## src/rtl/clsr_pkg.sv

```systemverilog
// shared constants, state encoding and control structs for the shuffled combined lcg
package clsr_pkg;

  localparam int GEN_W  = 31;
  localparam int MUL_W  = 16;
  localparam int PROD_W = GEN_W + MUL_W;
  localparam int FOLD_W = 8;

  localparam logic [MUL_W-1:0]  MUL1 = 16'd40014;
  localparam logic [MUL_W-1:0]  MUL2 = 16'd40692;
  localparam logic [GEN_W-1:0]  MOD1 = 31'd2147483563;
  localparam logic [GEN_W-1:0]  MOD2 = 31'd2147483399;
  // 2^31 mod each modulus, used to fold the high part of a product
  localparam logic [FOLD_W-1:0] FOLD1 = 8'd85;
  localparam logic [FOLD_W-1:0] FOLD2 = 8'd249;

  localparam logic [GEN_W-1:0] GEN1_RESET  = 31'd1;
  localparam logic [GEN_W-1:0] GEN2_RESET  = 31'd123456789;
  localparam longint           WRAP_SPAN   = 64'd2147483562;

  localparam logic CMD_DRAW   = 1'b0;
  localparam logic CMD_RESEED = 1'b1;

  typedef enum logic [2:0] {
    ST_IDLE,
    ST_WARM_MUL,
    ST_WARM_RED,
    ST_DRAW_MUL,
    ST_DRAW_RED,
    ST_DRAW_RD,
    ST_DRAW_OUT
  } state_t;

  typedef struct packed {
    logic load_seed;
    logic mul_en;
    logic warm_red;
    logic warm_wr;
    logic warm_last;
    logic draw_red;
    logic rd_en;
    logic out_load;
  } cmd_t;

  typedef struct packed {
    logic out_stall;
  } status_t;

endpackage

```

## src/rtl/combined_lcg_shuffle_rng.sv

```systemverilog
// top level of the shuffled combined lcg random number generator
//
// Input channel (in_valid/in_ready): one beat is one command. in_command
// selects a draw or a reseed; in_seed is used by a reseed only, 0 acts as 1.
// Output channel (out_valid/out_ready): exactly one beat per input beat,
// out_sample in 1..2147483562, in input order.
// A reseed runs the warm-up steps and then a draw. Each generator step
// passes through the product register and the fold-and-reduce stage; a
// draw adds a table read and a write-back. A new command is taken only
// once the previous result is loaded into the output register, in the
// same cycle as that load.
// A finished result waits in the output register; while out_ready is low
// and that register is full, the last draw stage holds and no new beat is
// taken, so nothing is lost.
// Reset loads the generators with 1 and 123456789, clears the last sample,
// and marks every table entry as zero.
module combined_lcg_shuffle_rng #(
  parameter int TABLE_DEPTH  = 32,
  parameter int WARMUP_EXTRA = 8
) (
  input  logic                       clk,
  input  logic                       rst_n,
  input  logic                       in_valid,
  output logic                       in_ready,
  input  logic                       in_command,
  input  logic [clsr_pkg::GEN_W-1:0] in_seed,
  output logic                       out_valid,
  input  logic                       out_ready,
  output logic [clsr_pkg::GEN_W-1:0] out_sample
);

  localparam int IDX_W = $clog2(TABLE_DEPTH);

  clsr_pkg::cmd_t    cmd;
  clsr_pkg::status_t status;
  logic [IDX_W-1:0]  warm_idx;

  clsr_ctrl #(
    .TABLE_DEPTH  (TABLE_DEPTH),
    .WARMUP_EXTRA (WARMUP_EXTRA)
  ) u_ctrl (
    .clk        (clk),
    .rst_n      (rst_n),
    .in_valid   (in_valid),
    .in_command (in_command),
    .status     (status),
    .in_ready   (in_ready),
    .cmd        (cmd),
    .warm_idx   (warm_idx)
  );

  clsr_datapath #(
    .TABLE_DEPTH (TABLE_DEPTH)
  ) u_datapath (
    .clk        (clk),
    .rst_n      (rst_n),
    .in_seed    (in_seed),
    .out_ready  (out_ready),
    .cmd        (cmd),
    .warm_idx   (warm_idx),
    .status     (status),
    .out_valid  (out_valid),
    .out_sample (out_sample)
  );

`ifndef SYNTHESIS
  a_busy_after_accept: assert property (@(posedge clk) disable iff (!rst_n)
    (in_valid && in_ready) |=> !in_ready)
    else $error("input taken while previous command still in progress");

  a_no_overwrite: assert property (@(posedge clk) disable iff (!rst_n)
    cmd.out_load |-> !(out_valid && !out_ready))
    else $error("output register overwritten while result pending");

  a_one_phase: assert property (@(posedge clk) disable iff (!rst_n)
    $onehot0({cmd.mul_en, cmd.warm_red, cmd.draw_red, cmd.rd_en, cmd.out_load}))
    else $error("more than one datapath phase issued");
`endif

endmodule

```

## src/rtl/clsr_ctrl.sv

```systemverilog
// sequencer for warm-up and draw phases of the shuffled combined lcg
module clsr_ctrl #(
  parameter int TABLE_DEPTH  = 32,
  parameter int WARMUP_EXTRA = 8
) (
  input  logic                             clk,
  input  logic                             rst_n,
  input  logic                             in_valid,
  input  logic                             in_command,
  input  clsr_pkg::status_t                status,
  output logic                             in_ready,
  output clsr_pkg::cmd_t                   cmd,
  output logic [$clog2(TABLE_DEPTH)-1:0]   warm_idx
);

  localparam int IDX_W  = $clog2(TABLE_DEPTH);
  localparam int WARM_N = TABLE_DEPTH + WARMUP_EXTRA;
  localparam int CNT_W  = $clog2(WARM_N + 1);

  clsr_pkg::state_t state_r, state_nxt;
  logic [CNT_W-1:0] cnt_r, cnt_nxt;
  logic             take;

  assign take     = in_valid & in_ready;
  assign warm_idx = cnt_r[IDX_W-1:0];

  always_ff @(posedge clk) begin
    if (!rst_n) begin
      state_r <= clsr_pkg::ST_IDLE;
      cnt_r   <= '0;
    end else begin
      state_r <= state_nxt;
      cnt_r   <= cnt_nxt;
    end
  end

  always_comb begin
    state_nxt = state_r;
    cnt_nxt   = cnt_r;
    unique case (state_r)
      clsr_pkg::ST_IDLE, clsr_pkg::ST_DRAW_OUT: begin
        if (state_r == clsr_pkg::ST_DRAW_OUT && !status.out_stall) begin
          state_nxt = clsr_pkg::ST_IDLE;
        end
        if (take) begin
          if (in_command == clsr_pkg::CMD_RESEED) begin
            state_nxt = clsr_pkg::ST_WARM_MUL;
            cnt_nxt   = CNT_W'(WARM_N - 1);
          end else begin
            state_nxt = clsr_pkg::ST_DRAW_MUL;
          end
        end
      end
      clsr_pkg::ST_WARM_MUL: state_nxt = clsr_pkg::ST_WARM_RED;
      clsr_pkg::ST_WARM_RED: begin
        if (cnt_r == '0) begin
          state_nxt = clsr_pkg::ST_DRAW_MUL;
        end else begin
          state_nxt = clsr_pkg::ST_WARM_MUL;
          cnt_nxt   = cnt_r - 1'b1;
        end
      end
      clsr_pkg::ST_DRAW_MUL: state_nxt = clsr_pkg::ST_DRAW_RED;
      clsr_pkg::ST_DRAW_RED: state_nxt = clsr_pkg::ST_DRAW_RD;
      clsr_pkg::ST_DRAW_RD:  state_nxt = clsr_pkg::ST_DRAW_OUT;
      default:               state_nxt = clsr_pkg::ST_IDLE;
    endcase
  end

  always_comb begin
    cmd      = '0;
    in_ready = 1'b0;
    unique case (state_r)
      clsr_pkg::ST_IDLE: begin
        in_ready      = 1'b1;
        cmd.load_seed = in_valid & (in_command == clsr_pkg::CMD_RESEED);
      end
      clsr_pkg::ST_WARM_MUL: cmd.mul_en = 1'b1;
      clsr_pkg::ST_WARM_RED: begin
        cmd.warm_red  = 1'b1;
        cmd.warm_wr   = (cnt_r < CNT_W'(TABLE_DEPTH));
        cmd.warm_last = (cnt_r == '0);
      end
      clsr_pkg::ST_DRAW_MUL: cmd.mul_en   = 1'b1;
      clsr_pkg::ST_DRAW_RED: cmd.draw_red = 1'b1;
      clsr_pkg::ST_DRAW_RD:  cmd.rd_en    = 1'b1;
      clsr_pkg::ST_DRAW_OUT: begin
        cmd.out_load  = !status.out_stall;
        in_ready      = !status.out_stall;
        cmd.load_seed = !status.out_stall & in_valid &
                        (in_command == clsr_pkg::CMD_RESEED);
      end
      default: ;
    endcase
  end

endmodule

```

## src/rtl/clsr_datapath.sv

```systemverilog
// generator registers, modular multipliers, shuffle table and output register
module clsr_datapath #(
  parameter int TABLE_DEPTH = 32
) (
  input  logic                             clk,
  input  logic                             rst_n,
  input  logic [clsr_pkg::GEN_W-1:0]       in_seed,
  input  logic                             out_ready,
  input  clsr_pkg::cmd_t                   cmd,
  input  logic [$clog2(TABLE_DEPTH)-1:0]   warm_idx,
  output clsr_pkg::status_t                status,
  output logic                             out_valid,
  output logic [clsr_pkg::GEN_W-1:0]       out_sample
);

  localparam int     GEN_W  = clsr_pkg::GEN_W;
  localparam int     PROD_W = clsr_pkg::PROD_W;
  localparam int     IDX_W  = $clog2(TABLE_DEPTH);
  localparam longint BUCKET = 64'd1 + (clsr_pkg::WRAP_SPAN / TABLE_DEPTH);
  localparam longint RECIP  = (64'd1 << GEN_W) / BUCKET;
  localparam int     Q_W    = $clog2(RECIP + 1);

  function automatic logic [GEN_W-1:0] mod_fold(
    input logic [PROD_W-1:0]           p,
    input logic [clsr_pkg::FOLD_W-1:0] d,
    input logic [GEN_W-1:0]            m
  );
    logic [clsr_pkg::MUL_W+clsr_pkg::FOLD_W-1:0] hd;
    logic [GEN_W:0]                              s1;
    logic [GEN_W:0]                              s2;
    logic [GEN_W:0]                              r;
    hd = p[PROD_W-1:GEN_W] * d;
    s1 = (GEN_W+1)'(hd) + {1'b0, p[GEN_W-1:0]};
    s2 = {1'b0, s1[GEN_W-1:0]} + (s1[GEN_W] ? (GEN_W+1)'(d) : '0);
    r  = (s2 >= {1'b0, m}) ? s2 - {1'b0, m} : s2;
    return r[GEN_W-1:0];
  endfunction

  logic [GEN_W-1:0]  gen1_r, gen1_nxt;
  logic [GEN_W-1:0]  gen2_r, gen2_nxt;
  logic [GEN_W-1:0]  last_r, last_nxt;
  logic [GEN_W-1:0]  out_sample_r;
  logic              out_valid_r, out_valid_nxt;
  logic [PROD_W-1:0] prod1_r, prod2_r;
  logic [Q_W-1:0]    q0_r;
  logic [IDX_W-1:0]  idx_r;
  logic [GEN_W-1:0]  rd_data_r;
  logic              rd_valid_r;
  logic [TABLE_DEPTH-1:0] valid_r;
  logic [GEN_W-1:0]  tbl_mem [TABLE_DEPTH];

  logic [GEN_W-1:0]     seed_eff;
  logic [GEN_W-1:0]     gen1_red;
  logic [GEN_W+Q_W-1:0] qprod;
  logic [Q_W+GEN_W:0]   lim;
  logic [Q_W-1:0]       q_corr;
  logic [IDX_W-1:0]     idx_calc;
  logic [GEN_W-1:0]     rd_eff;
  logic [GEN_W:0]       diff;
  logic [GEN_W:0]       wrapped;
  logic [GEN_W-1:0]     sample;
  logic                 wr_en;
  logic [IDX_W-1:0]     wr_idx;
  logic [GEN_W-1:0]     wr_data;

  assign seed_eff = (in_seed == '0) ? GEN_W'(1) : in_seed;
  assign gen1_red = mod_fold(prod1_r, clsr_pkg::FOLD1, clsr_pkg::MOD1);

  // table index = last / bucket, by reciprocal with one correction step
  assign qprod  = last_r * Q_W'(RECIP);
  assign lim    = ((Q_W+GEN_W+1)'(q0_r) + 1'b1) * (Q_W+GEN_W+1)'(BUCKET);
  assign q_corr = ({{(Q_W+1){1'b0}}, last_r} >= lim) ? q0_r + 1'b1 : q0_r;
  assign idx_calc = (q_corr > Q_W'(TABLE_DEPTH - 1)) ? IDX_W'(TABLE_DEPTH - 1)
                                                     : q_corr[IDX_W-1:0];

  assign rd_eff  = rd_valid_r ? rd_data_r : '0;
  assign diff    = {1'b0, rd_eff} - {1'b0, gen2_r};
  assign wrapped = (diff[GEN_W] || diff == '0) ? diff + (GEN_W+1)'(clsr_pkg::WRAP_SPAN)
                                               : diff;
  assign sample  = wrapped[GEN_W-1:0];

  assign wr_en   = cmd.out_load | cmd.warm_wr;
  assign wr_idx  = cmd.out_load ? idx_r : warm_idx;
  assign wr_data = cmd.out_load ? gen1_r : gen1_red;

  always_comb begin
    gen1_nxt = gen1_r;
    gen2_nxt = gen2_r;
    last_nxt = last_r;
    if (cmd.load_seed) begin
      gen1_nxt = seed_eff;
      gen2_nxt = seed_eff;
    end
    if (cmd.warm_red || cmd.draw_red) begin
      gen1_nxt = gen1_red;
    end
    if (cmd.draw_red) begin
      gen2_nxt = mod_fold(prod2_r, clsr_pkg::FOLD2, clsr_pkg::MOD2);
    end
    if (cmd.warm_last) begin
      last_nxt = gen1_red;
    end
    if (cmd.out_load) begin
      last_nxt = sample;
    end
  end

  always_comb begin
    out_valid_nxt = out_valid_r;
    if (cmd.out_load) begin
      out_valid_nxt = 1'b1;
    end else if (out_ready) begin
      out_valid_nxt = 1'b0;
    end
  end

  always_ff @(posedge clk) begin
    if (!rst_n) begin
      gen1_r      <= clsr_pkg::GEN1_RESET;
      gen2_r      <= clsr_pkg::GEN2_RESET;
      last_r      <= '0;
      out_valid_r <= 1'b0;
      valid_r     <= '0;
    end else begin
      gen1_r      <= gen1_nxt;
      gen2_r      <= gen2_nxt;
      last_r      <= last_nxt;
      out_valid_r <= out_valid_nxt;
      if (wr_en) begin
        valid_r[wr_idx] <= 1'b1;
      end
    end
  end

  always_ff @(posedge clk) begin
    if (cmd.mul_en) begin
      prod1_r <= gen1_r * clsr_pkg::MUL1;
      prod2_r <= gen2_r * clsr_pkg::MUL2;
      q0_r    <= qprod[GEN_W +: Q_W];
    end
    if (cmd.draw_red) begin
      idx_r <= idx_calc;
    end
    if (cmd.rd_en) begin
      rd_data_r  <= tbl_mem[idx_r];
      rd_valid_r <= valid_r[idx_r];
    end
    if (cmd.out_load) begin
      out_sample_r <= sample;
    end
  end

  always_ff @(posedge clk) begin
    if (wr_en) begin
      tbl_mem[wr_idx] <= wr_data;
    end
  end

  assign status.out_stall = out_valid_r & ~out_ready;
  assign out_valid        = out_valid_r;
  assign out_sample       = out_sample_r;

endmodule
```

## config.mk

```make
export PLATFORM = sky130hd
export DESIGN_NAME = combined_lcg_shuffle_rng
export DESIGN_NICKNAME = d
export VERILOG_FILES = /design/src/rtl/clsr_pkg.sv /design/src/rtl/combined_lcg_shuffle_rng.sv /design/src/rtl/clsr_ctrl.sv /design/src/rtl/clsr_datapath.sv
export SDC_FILE = /design/constraint.sdc
export NUM_CORES = 2
export LEC_CHECK = 0
export BUFFER_PORTS_ARGS = -buffer_cell sky130_fd_sc_hd__buf_2
export CORE_UTILIZATION = 30
export CTS_CLUSTER_DIAMETER = 100
export DETAILED_ROUTE_END_ITERATION = 10
export REMOVE_ABC_BUFFERS = 1
export SYNTH_ARGS = -nofsm -noshare
export SYNTH_HDL_FRONTEND = slang
export SYNTH_SLANG_ARGS = --single-unit
```

## constraint.sdc

```tcl
create_clock -name clk -period 23 [get_ports clk]
set_clock_uncertainty 0.1 [all_clocks]
set_input_delay 1.15 -clock clk [delete_from_list [all_inputs] [get_ports clk]]
set_output_delay 1.15 -clock clk [all_outputs]
set_load 0.05 [all_outputs]
```

==> impl_metrics.yaml <==
timing:
  tightest_slew_ns: 1.46
  fin_crit_ns: 11.34
  whs_ns: 0.371
  setup_tns_ns: 0
  finalMaxSlewViolations: 0
  setup_viol: 0
  period_share_pct: 49.3
  fmax_mhz: 88.2
  rsz0062_at_grt: "no"
  slew_headroom_pct: 2.42
  hold_viol_final: 0
run_status:
  run_status: "completed"
detailed_routing:
  drc: 0
  wire_per_inst_um: 24.6
  drt-pass1-iter-count: 6
  final_antenna_net_count: 0
  vias: 49100
  avgViaCountPerCell: 5.23
  drt_iter0_markers: 4881
  wirelength_mm: 231
setup_path:
  worst-path-max-fanout: 32
  reg2reg_depth: 27
  startpoint_type: "flip-flop"
  cp-endpoint: "u_datapath.tbl_mem[29][6]"
  crit_family: "compound AO/OA/AOI/OAI gates"
  regToRegEndpoint: "u_datapath.tbl_mem[29][6]"
  max_stage_delay_ns: 0.89
  r2r_slack_ns: 11.66
  crit_slowest_cell: "a2111oi_0"
  timing.rr.start: "u_datapath.prod1_r[35]"
  cp.depth: 27
  worstPathRequired_ns: 23.35
  crit_type: "reg2reg"
  cp.arrival_ns: 11.69
  worstSetupStartpoint: "u_datapath.prod1_r[35]"
  end_kind: "flip-flop"
  worst-path-buf-inv: 2
grt:
  grt_antenna_before_repair: 14
  track_usage_pct: 17.4
  grt_max_degree: 152
  grt_pass1_wl_mm: 336
  grt_overflow_total: 0
  grt_pass1_vias: 49000
clocking:
  cts_tree: "built"
  clk-insertion-delay-late_ns: 0.79
  postCtsSetupBuffers: 0
  clock_sinks: 1291
  cts_resized: 0
  clock_tree.buffer_depth: 3
  ctsHoldBuffers: 0
  htree_levels: 4
  clockRootBuffer: "clkbuf_16"
  clk_pin_slew_ns: 0.06
  cts_made_buffers: 134
placement:
  globalplace.congestion: 0.933
  dp_cells: 9133
  io_buffer_count: 68
  hpwl_mm: 157
yosys:
  syn_inst: 5760
  synth_top_area_share_pct: 44.6
  yosys_warnings: 0
  yosys_register_bits: 1291
  synth_flop_cell: "edfxtp_1"
  synth_top_cell_by_area: "edfxtp_1"
  syn_area_per_cell_sq_um: 13.5
  async_flop_share_pct: 0
  yosysSeqAreaShare_pct: 48.0
  synth_cell_types: 102
  syn_area_sq_mm: 0.0779
  synthTopCellsByArea: "edfxtp_1, fa_1, mux4_2"
  synth_edf_count: 1156
die:
  num_rows: 186
  dieArea_sq_mm: 0.262
  initial_core_util_pct: 30.2
  die_y_um: 512
  die_w_um: 512
  core_region_area_sq_mm: 0.258
  boundaryPins: 69
layout:
  layoutNonFillerInstCount: 9382
  nets: 6942
  area_growth_pct: 12.2
  final_core_util_pct: 33.9
  drive_gt1_share_pct: 13.3
  fillers: 24700
min_path:
  hold_class: "reg2reg"
job:
  max_cap_viol_count: 0
==> cells by family after synthesis <==
kind of cell | count (synthesis) | synth area share [%]
XOR/XNOR | 235 | 2.64
flip-flops | 1291 | 48.0
adder cells (fa/ha/maj) | 1020 | 20.9
buffers and inverters | 852 | 4.12
AO/OA/AOI/OAI | 850 | 7.44
AND/OR/NAND/NOR | 1168 | 7.34
multiplexers | 344 | 9.57
==> layout make-up <==
cell class / instances / area (sq um) / area share [%]
Tap cell: 3384 / 4230 / 4.84
Clock inverter: 64 / 831 / 0.950
Clock buffer: 181 / 3570 / 4.09
Timing Repair Buffer: 166 / 1110 / 1.27
Sequential cell: 1291 / 37400 / 42.8
Multi-Input combinational cell: 3617 / 37700 / 43.1
Inverter: 676 / 2540 / 2.91
Antenna cell: 3 / 7.51 / 0.00859
==> per-layer routing <==
| layer | global-route usage [%] | wire (um) |
|---|---|---|
| met1 | 23.2 | 95600 |
| met2 | 28.2 | 108000 |
| met3 | 3.13 | 17900 |
| met4 | 6.59 | 9230 |
| met5 | 0 | 81 |
==> layout by cell type (no fill, tap or decap), types with 20 or more instances in the layout <==
master        n
and3_1       34
buf_4        95
xor2_1       72
dfxtp_1     135
nor3_1       87
nor2b_1      32
o211ai_1     28
nand3_1      97
inv_1       673
and2_1       48
nand2b_1     47
o21a_1       46
clkbuf_16   135
a21oi_1     223
o21ai_0     113
nand4_1      36
a211oi_1     27
or3_1        23
a21o_1       94
buf_2        68
nor4_1       25
mux4_2      320
o31ai_1      23
o211a_1      21
ha_1        554
xnor2_1     163
nor2_4       33
clkbuf_1     43
or2_2        20
nand2_1     331
fa_1        466
a31oi_1      38
edfxtp_1   1156
nor2_1      270
==> registers in the layout (all words and copies together) (netlist names) <==
| name | cells |
|---|---|
| u_ctrl.state_r | 3 |
| u_datapath.tbl_mem | 992 |
| u_datapath.prod2_r | 45 |
| u_datapath.gen1_r | 31 |
| u_datapath.out_valid | 1 |
| u_datapath.gen2_r | 31 |
| u_datapath.rd_valid_r | 1 |
| u_datapath.out_sample | 31 |
| u_datapath.valid_r | 32 |
| u_datapath.prod1_r | 46 |
| u_datapath.idx_r | 5 |
| u_datapath.last_r | 31 |
| u_datapath.rd_data_r | 31 |
| u_datapath.q0_r | 5 |
| u_ctrl.cnt_r | 6 |
==> metrics by stage <==
step	cell area (sq um)	setup slack (ns)
finish	87400	11.66
global route	87400	10.83
CTS	87400	11.65
detailed placement	83000	11.69
global placement	83000	11.87
floorplan	77200	10.20
==> worst register-to-register path: stages (launching register included) <==
cell	delay, ns
edfxtp_1	0.48
ha_1	0.34
fa_1	0.51
inv_1	0.06
fa_1	0.50
fa_1	0.56
inv_1	0.05
ha_1	0.37
and3_1	0.24
a221oi_2	0.43
o21ai_0	0.34
a2111oi_0	0.89
nor3_1	0.33
ha_1	0.46
a31oi_1	0.17
or3b_1	0.40
a211oi_1	0.36
nand2_1	0.19
or2_2	0.41
nor4_1	0.63
a31oi_1	0.17
a311oi_1	0.28
o2111ai_1	0.40
a41oi_2	0.78
nor2_1	0.12
xnor2_1	0.32
nand2_1	0.27
nand2_1	0.80
==> synth_stat cells (11+ instances only) <==
master and count:
o22ai_1 13, a31oi_1 38, mux4_2 320, o21ai_0 120, ha_1 554, a211o_1 11, o31ai_1 33, o21bai_1 18
nand2b_1 47, nor2b_1 32, xor2_1 72, mux2i_1 18, inv_1 673, and3_1 36, o221ai_1 18, a221oi_1 13
fa_1 466, dfxtp_1 135, nand2_1 331, clkbuf_1 130, o211a_1 21, or2_2 20, xnor2_1 163, buf_1 36
a221o_1 15, o21a_1 46, or3_1 23, a2111oi_0 12, a21oi_1 226, o211ai_1 28, edfxtp_1 1156, a21o_1 94
a211oi_1 27, nor4_1 25, and2_1 48, a22oi_1 17, nand4_1 36, nand3_1 97, nor2_1 305, or4_1 12
nor3_1 87
==> worst min-delay path by stage <==
stage / from / to / depth (start not counted)
floorplan: u_datapath.valid_r[10] / u_datapath.valid_r[10] / 2
global placement: u_datapath.valid_r[22] / u_datapath.valid_r[22] / 2
detailed placement: u_datapath.valid_r[30] / u_datapath.valid_r[30] / 2
CTS: u_datapath.valid_r[10] / u_datapath.valid_r[10] / 2
global route: u_datapath.valid_r[10] / u_datapath.valid_r[10] / 2
finish: u_datapath.valid_r[10] / u_datapath.valid_r[10] / 2
Power is left out: the tool's default activity adds up to more than one toggle a clock period on the data nets, which glitch-free logic cannot reach.
